==> src/rtl/fwrl_pkg.sv <==
// Shared constants, codes and types of the per-key fixed-window rate limiter.
package fwrl_pkg;

   // Parameter defaults
   localparam int MAX_PRINCIPALS_DEF = 64;
   localparam int KEY_WIDTH_DEF      = 32;
   localparam int TIME_WIDTH_DEF     = 32;

   // Fixed field widths
   localparam int COUNT_W    = 16;
   localparam int LIMIT_W    = 16;
   localparam int WTICK_W    = 32;
   localparam int REASON_W   = 2;
   localparam int OUT_CNT_W  = 7;
   localparam int RSP_DATA_W = 16;

   localparam logic [WTICK_W-1:0] WINDOW_TICKS_RESET = 32'd60000;
   localparam logic [COUNT_W-1:0] COUNT_MAX          = 16'hFFFF;

   // Item kinds
   localparam logic KIND_CHARGE = 1'b0;
   localparam logic KIND_CLEAR  = 1'b1;

   // Refusal reasons
   localparam logic [REASON_W-1:0] REASON_OK        = 2'd0;
   localparam logic [REASON_W-1:0] REASON_REQ_QUOTA = 2'd1;
   localparam logic [REASON_W-1:0] REASON_TOOL_QUOTA = 2'd2;

   // Flags of the scan token that walks down the cell row
   typedef struct packed {
      logic active;
      logic found;
      logic free_found;
      logic victim_valid;
   } scan_flags_type;

   // Table write command broadcast to every cell
   typedef struct packed {
      logic wr_en;
      logic clear_all;
   } cell_cmd_type;

endpackage

==> src/rtl/fwrl_cell.sv <==
// One table entry of the limiter with its stage of the lookup scan.
module fwrl_cell #(
   parameter int KEY_W    = fwrl_pkg::KEY_WIDTH_DEF,
   parameter int TIME_W   = fwrl_pkg::TIME_WIDTH_DEF,
   parameter int IDX_W    = 6,
   parameter int CELL_IDX = 0
) (
   input  logic                            clock,
   input  logic                            reset,
   // broadcast item fields
   input  logic [KEY_W-1:0]                key,
   input  logic [TIME_W-1:0]               now,
   // broadcast write
   input  fwrl_pkg::cell_cmd_type          cmd,
   input  logic [IDX_W-1:0]                wr_idx,
   input  logic [KEY_W-1:0]                wr_key,
   input  logic [TIME_W-1:0]               wr_ws,
   input  logic [TIME_W-1:0]               wr_ls,
   input  logic [fwrl_pkg::COUNT_W-1:0]    wr_rc,
   input  logic [fwrl_pkg::COUNT_W-1:0]    wr_tc,
   // scan token from the left neighbor
   input  fwrl_pkg::scan_flags_type        in_flags,
   input  logic [IDX_W-1:0]                in_found_idx,
   input  logic [IDX_W-1:0]                in_free_idx,
   input  logic [IDX_W-1:0]                in_victim_idx,
   input  logic [TIME_W-1:0]               in_best_age,
   input  logic [TIME_W-1:0]               in_ws,
   input  logic [fwrl_pkg::COUNT_W-1:0]    in_rc,
   input  logic [fwrl_pkg::COUNT_W-1:0]    in_tc,
   // scan token to the right neighbor
   output fwrl_pkg::scan_flags_type        out_flags,
   output logic [IDX_W-1:0]                out_found_idx,
   output logic [IDX_W-1:0]                out_free_idx,
   output logic [IDX_W-1:0]                out_victim_idx,
   output logic [TIME_W-1:0]               out_best_age,
   output logic [TIME_W-1:0]               out_ws,
   output logic [fwrl_pkg::COUNT_W-1:0]    out_rc,
   output logic [fwrl_pkg::COUNT_W-1:0]    out_tc
);

   localparam logic [IDX_W-1:0] MY_IDX = IDX_W'(CELL_IDX);

   logic                         valid_ff;
   logic [KEY_W-1:0]             key_ff;
   logic [TIME_W-1:0]            ws_ff;
   logic [TIME_W-1:0]            ls_ff;
   logic [fwrl_pkg::COUNT_W-1:0] rc_ff;
   logic [fwrl_pkg::COUNT_W-1:0] tc_ff;

   fwrl_pkg::scan_flags_type     flags_ff, flags_in;
   logic [IDX_W-1:0]             found_idx_ff, found_idx_in;
   logic [IDX_W-1:0]             free_idx_ff, free_idx_in;
   logic [IDX_W-1:0]             victim_idx_ff, victim_idx_in;
   logic [TIME_W-1:0]            best_age_ff, best_age_in;
   logic [TIME_W-1:0]            tws_ff, tws_in;
   logic [fwrl_pkg::COUNT_W-1:0] trc_ff, trc_in;
   logic [fwrl_pkg::COUNT_W-1:0] ttc_ff, ttc_in;

   logic                         hit;
   logic [TIME_W-1:0]            age;

   assign hit = valid_ff && (key_ff == key);
   assign age = now - ls_ff;

   // Fold this entry into the passing token
   always_comb begin
      flags_in      = in_flags;
      found_idx_in  = in_found_idx;
      free_idx_in   = in_free_idx;
      victim_idx_in = in_victim_idx;
      best_age_in   = in_best_age;
      tws_in        = in_ws;
      trc_in        = in_rc;
      ttc_in        = in_tc;
      if (in_flags.active) begin
         if (!in_flags.found && hit) begin
            flags_in.found = 1'b1;
            found_idx_in   = MY_IDX;
            tws_in         = ws_ff;
            trc_in         = rc_ff;
            ttc_in         = tc_ff;
         end
         if (!in_flags.free_found && !valid_ff) begin
            flags_in.free_found = 1'b1;
            free_idx_in         = MY_IDX;
         end
         if (valid_ff && (!in_flags.victim_valid || age > in_best_age)) begin
            flags_in.victim_valid = 1'b1;
            victim_idx_in         = MY_IDX;
            best_age_in           = age;
         end
      end
   end

   // Hand the token on
   always_ff @(posedge clock) begin
      if (reset) begin
         flags_ff <= '0;
      end else begin
         flags_ff <= flags_in;
      end
   end

   always_ff @(posedge clock) begin
      found_idx_ff  <= found_idx_in;
      free_idx_ff   <= free_idx_in;
      victim_idx_ff <= victim_idx_in;
      best_age_ff   <= best_age_in;
      tws_ff        <= tws_in;
      trc_ff        <= trc_in;
      ttc_ff        <= ttc_in;
   end

   // Entry valid bit
   always_ff @(posedge clock) begin
      if (reset) begin
         valid_ff <= 1'b0;
      end else if (cmd.clear_all) begin
         valid_ff <= 1'b0;
      end else if (cmd.wr_en && wr_idx == MY_IDX) begin
         valid_ff <= 1'b1;
      end
   end

   // Entry payload
   always_ff @(posedge clock) begin
      if (cmd.wr_en && wr_idx == MY_IDX) begin
         key_ff <= wr_key;
         ws_ff  <= wr_ws;
         ls_ff  <= wr_ls;
         rc_ff  <= wr_rc;
         tc_ff  <= wr_tc;
      end
   end

   assign out_flags      = flags_ff;
   assign out_found_idx  = found_idx_ff;
   assign out_free_idx   = free_idx_ff;
   assign out_victim_idx = victim_idx_ff;
   assign out_best_age   = best_age_ff;
   assign out_ws         = tws_ff;
   assign out_rc         = trc_ff;
   assign out_tc         = ttc_ff;

endmodule

==> config.mk <==
export PLATFORM = sky130hd
export DESIGN_NAME = fwrl_cell
export DESIGN_NICKNAME = d
export VERILOG_FILES = /design/src/rtl/fwrl_pkg.sv /design/src/rtl/fwrl_cell.sv
export SDC_FILE = /design/constraint.sdc
export NUM_CORES = 1
export LEC_CHECK = 0
export ABC_AREA = 1
export BUFFER_PORTS_ARGS = -buffer_cell sky130_fd_sc_hd__buf_2
export CORE_AREA = 2 2 171 173
export CTS_CLUSTER_DIAMETER = 150
export DETAILED_ROUTE_END_ITERATION = 7
export DIE_AREA = 0 0 173 175
export PLACE_DENSITY = 0.76
export SYNTH_ARGS = -nofsm -noshare
export SYNTH_HDL_FRONTEND = slang
export SYNTH_SLANG_ARGS = --single-unit
==> constraint.sdc <==
create_clock -name clock -period 5.65 [get_ports clock]
set_input_delay 0.565 -clock clock [delete_from_list [all_inputs] [get_ports clock]]
set_output_delay 0.565 -clock clock [all_outputs]
set_load 0.05 [all_outputs]
### Word level (Yosys, flattened, before mapping)

Cells that the tools add are included.

* input port bits: 320
* output and inout port bits: 118
* flip-flop bits (word level): 247
* word-level logic and storage cells: 50

* eq/ne operators: 1
* muxes and demuxes: 18
* $add $sub $neg: 1
* reduce and logical (&&, ||, !) cells: 12
* $lt $le $gt $ge: 1

Operators with widths (number)
* $mux 32: 4
* $mux 16: 4
* $mux 6: 6
* $eq 32x32->1: 1
* $gt 32x32->1: 1
* $sub 32x32->32: 1
* $logic_not 6->1: 1
* $logic_and 1x1->1: 5
* $logic_not 1->1: 4
* $mux 1: 3
* $mux 3: 1
* $reduce_or 2->1: 1
* $logic_or 1x1->1: 1

### Depth between registers and ports, before layout

* word-level depth: 6
* depth in mapped cells: 27
* mapped depth without buffers: 26

### Least setup slack after synthesis

OpenSTA, ideal clock, no wires.

* path type: input port to flip-flop
* start point: in wr_idx[1]
* end point: reg key_ff[0], enable pin
* required time: 5.146 ns
* stages: 2
* library setup time: 0.504 ns
* arrival time: 3.840 ns
* path buffers: 0
* setup slack: 1.306 ns
* path through: nor4_1 > and3_1

* longest elaborated chain between the ends: 2

Ends and longest elaborated chain
* start: declaration: RTL line fwrl_cell.sv:15 `input logic [IDX_W-1:0] wr_idx,`
* $logic_not 6->1: RTL line fwrl_cell.sv:127 `if (cmd.wr_en && wr_idx == MY_IDX) begin`
* $logic_and 1x1->1: RTL line fwrl_cell.sv:127
* end signal: assignment: RTL line fwrl_cell.sv:128 `key_ff <= wr_key;`
* end: declaration: RTL line fwrl_cell.sv:44 `logic [KEY_W-1:0] key_ff;`

Every way passes these cells.
A chain may end at the register's enable or synchronous reset.

### Worst setup path in the final report

* start point: reg ls_ff[0]
* end point: reg best_age_ff[4] (netlist: out_best_age[4])

* longest elaborated chain between the ends: 6

Ends and longest elaborated chain
* start: declaration: RTL line fwrl_cell.sv:46 `logic [TIME_W-1:0] ls_ff;`
* start signal: assignment: RTL line fwrl_cell.sv:130 `ls_ff <= wr_ls;`
* $sub 32x32->32 (*): RTL line fwrl_cell.sv:63 `assign age = now - ls_ff;`
* $gt 32x32->1: RTL line fwrl_cell.sv:87 `if (valid_ff && (!in_flags.victim_valid || age > in_best_age)) begin`
* $logic_or 1x1->1: RTL line fwrl_cell.sv:87
* $logic_and 1x1->1: RTL line fwrl_cell.sv:87
* $mux 32 (*): RTL line fwrl_cell.sv:87
* $mux 32 (*): RTL line fwrl_cell.sv:75 `if (in_flags.active) begin`
* via best_age_in[4]: RTL line fwrl_cell.sv:54 `logic [TIME_W-1:0] best_age_ff, best_age_in;`
* end signal: assignment: RTL line fwrl_cell.sv:108 `best_age_ff <= best_age_in;`
* end: declaration: RTL line fwrl_cell.sv:54

The timed path passes the listed nets; every way through them passes the cells marked *.

==> run metrics <==
status finished clean; max_slew headroom 0.479; filler cell count 2601; Worst Setup SP ls_ff[0]; clk_skew 0.0252 ns; CTS tree built; Setup crit end kind flop; M1 GR Usage 0.278; Switching Fraction 0.279; number of max-cap violations 0; Root Driver clkbuf_16; fraction of layout cells with a size suffix above 1 0.295; most frequent cells in the layout buf_2 (437), nand2_1 (427), inv_1 (181); vias per cell 4.83; Warnings, synthesis 0; drt first pass iters 5; Layout Cells excl Fill 2166; Worst R2R Start ls_ff[0]; final antenna-violating net count 0; Internal Power 3.04 mW; classification of the worst setup path flop to flop; worst hold slack 0.190 ns; Post-synth EDFFs 128; Worst-path clk slew 0.06 ns; Setup Buffers After CTS 0; DR iter-0 viols 681; cell area power density 280 nW/um2; met3 GRT Util 0.0542; clock share of power 0.383; Fin. Hold Viols 0; sequential power share 0.462; Top FF cell, synth edfxtp_1; Worst Setup Slack, final 1.48 ns; CP Launch Type flop; vias post-DR 10.5k; post-cts resize count 0; synthesized flop and latch total 247; Post-synth ARST share 0; vias in the first global route 10.3k; # DRC 0; Hold Crit Class input pin to flop; Worst-Margin Slew 0.781 ns; min-delay src wr_rc[1]; min Tclk post-route 4.17 ns; Post-Syn Area 11800 um2; GR peak layer met2; Clk Latency, worst-skew pair 0.55 ns; Total GRT Usage 0.223; gp weighted congestion 0.910; commonest non-fill, non-tap cell in the layout buf_2; Post-Syn Instances 1320; Initial Util 0.414; antenna violations before repair 12; sequential share of the synthesized area 0.530; Leak 7.64 nW; Num CTS Buffers 27; Detail Placement HPWL 27200 um; Sink Count 247; row cnt 62; I/O pin cnt 438; final cycle utilization of the critical path 0.739; die area 30300 um2; Avg WL per Cell 16.1 um; Fin Setup TNS 0 ns; hold bufs inserted after CTS 0; GR Layer Usage met2 0.385; largest net degree at the start of global routing 67; DP Worst Slack 1.14 ns; Die H 175 um; CP required 6.07 ns; global route overflow 0; setup violators final 0; fin. max-slew vios 0; crit-path max FO 32; Multi-input gate area 4570 um2; H-tree levels 1; area delta synth->final 27.9%; Synth cell types 40; IO buf count 437; first-pass GRT wire length 53300 um; setup repair after global routing missed its margin false; final net count 2139; final WL 34900 um; FF/Latch Area 6230 um2; Die Wd 173 um; Post-Syn Area per Cell 8.90 um2; Placed Cells incl. Taps 2110; Syn Nets 1704; sw power 1.18 mW; f_max 240 MHz; Data arrival, critical path 4.60 ns; Clock Path Buffers 3; core area 28400 um2; maximum VDD drop 0.239 mV; combinational share of power 0.154
[registers in the layout (all words and copies together) (netlist names)]
register        cells
ls_ff              32
out_victim_idx      6
tc_ff              16
out_best_age       32
out_tc             16
valid_ff            1
ws_ff              32
out_ws             32
out_flags           4
rc_ff              16
out_found_idx       6
out_rc             16
out_free_idx        6
key_ff             32
[final timing paths]
kind,to,cells past startpoint,slack [ns]
min reg2reg,out_ws[16],2,0.49
min,rc_ff[1],1,0.19
max reg2reg,out_best_age[4],25,1.48
max,out_best_age[4],25,1.48
[synth_stat cells, types with 3 or more instances]
cell type  instances  area share
nand4_1           74       0.039
o21ai_0           18      0.0077
o21bai_1           6      0.0038
inv_1            182       0.058
nor2_1            67       0.021
a21boi_0           6      0.0038
buf_2             17      0.0072
o22ai_1            3      0.0016
clkbuf_1           9      0.0029
xor2_1            20       0.015
ha_1              63       0.067
nor2_2             3      0.0016
nor3_1            10      0.0043
buf_6              6      0.0057
buf_12             3      0.0051
nand2_2            4      0.0021
dfxtp_1          119        0.20
edfxtp_1         128        0.33
nand3_2           21       0.018
xnor2_1           13      0.0097
or2_2              3      0.0016
nand3_1           43       0.018
nand2_1          427        0.14
o21a_1             3      0.0019
nand3b_1           4      0.0026
a21oi_1           48       0.020
[area by class of cell]
cell class              instances  area share
clock inverters                19     0.00799
diodes                          6    0.000999
multi-input cells             852       0.304
well taps                     384      0.0320
flip-flops and latches        247       0.414
repair buffers                445       0.149
inverters                     182      0.0454
clock buffers                  31      0.0459
[power groups by stage]
| stage | Sequential [mW] | Combinational, mW | Clock, mW |
|---|---|---|---|
| 5_1_grt | 1.95 | 0.712 | 1.73 |
| 4_1_cts | 1.95 | 0.649 | 1.66 |
| 3_5_place_dp | 1.99 | 0.646 | 0 |
| 3_3_place_gp | 1.99 | 0.635 | 0 |
| 2_1_floorplan | 2.15 | 0.253 | 0 |
| 6_report | 1.95 | 0.651 | 1.62 |
[critical path, stage by stage, from the launching register on]
cell	delay, ns
edfxtp_1	0.33
ha_1	0.19
inv_1	0.09
fa_1	0.42
nand3_1	0.09
nand3_1	0.15
nand2_1	0.10
nand2_1	0.07
nand3_1	0.09
nand2_1	0.10
nand2_1	0.10
nand2_1	0.05
nand2_1	0.06
nand2_1	0.08
ha_1	0.28
nand2_1	0.07
nor2_2	0.12
nand3b_1	0.09
nor3b_2	0.23
nand2_1	0.08
nand2_1	0.06
nand2_1	0.07
nand2_2	0.37
nand2_2	0.50
nand2_1	0.19
nand2_1	0.06
[cell families (layout without fill, tap and decap cells)]
family | count (synthesis) | count (layout) | synth area share
AND/OR/NAND/NOR | 665 | 665 | 0.251
buffers and inverters | 221 | 677 | 0.0827
AO/OA/AOI/OAI | 90 | 90 | 0.0430
flip-flops | 247 | 247 | 0.530
other | 0 | 6 | 0
adder cells (fa/ha/maj) | 64 | 64 | 0.0688
XOR/XNOR | 33 | 33 | 0.0246
[routing by layer]
layer	vias up	wire length [um]
met5	-	69
met4	12	1100
met3	85	2640
met2	429	16700
met1	4753	14400
li1	5186	-
[through the flow]
step / instance area, um2 / power [mW] / utilization
6_report: 15000 / 4.22 / 0.529
5_1_grt: 15000 / 4.39 / 0.529
4_1_cts: 15000 / 4.26 / 0.529
3_5_place_dp: 14200 / 2.63 / 0.500
3_3_place_gp: 14200 / 2.62 / 0.500
2_1_floorplan: 11800 / 2.40 / -
Power figures use the tool's default switching activity.
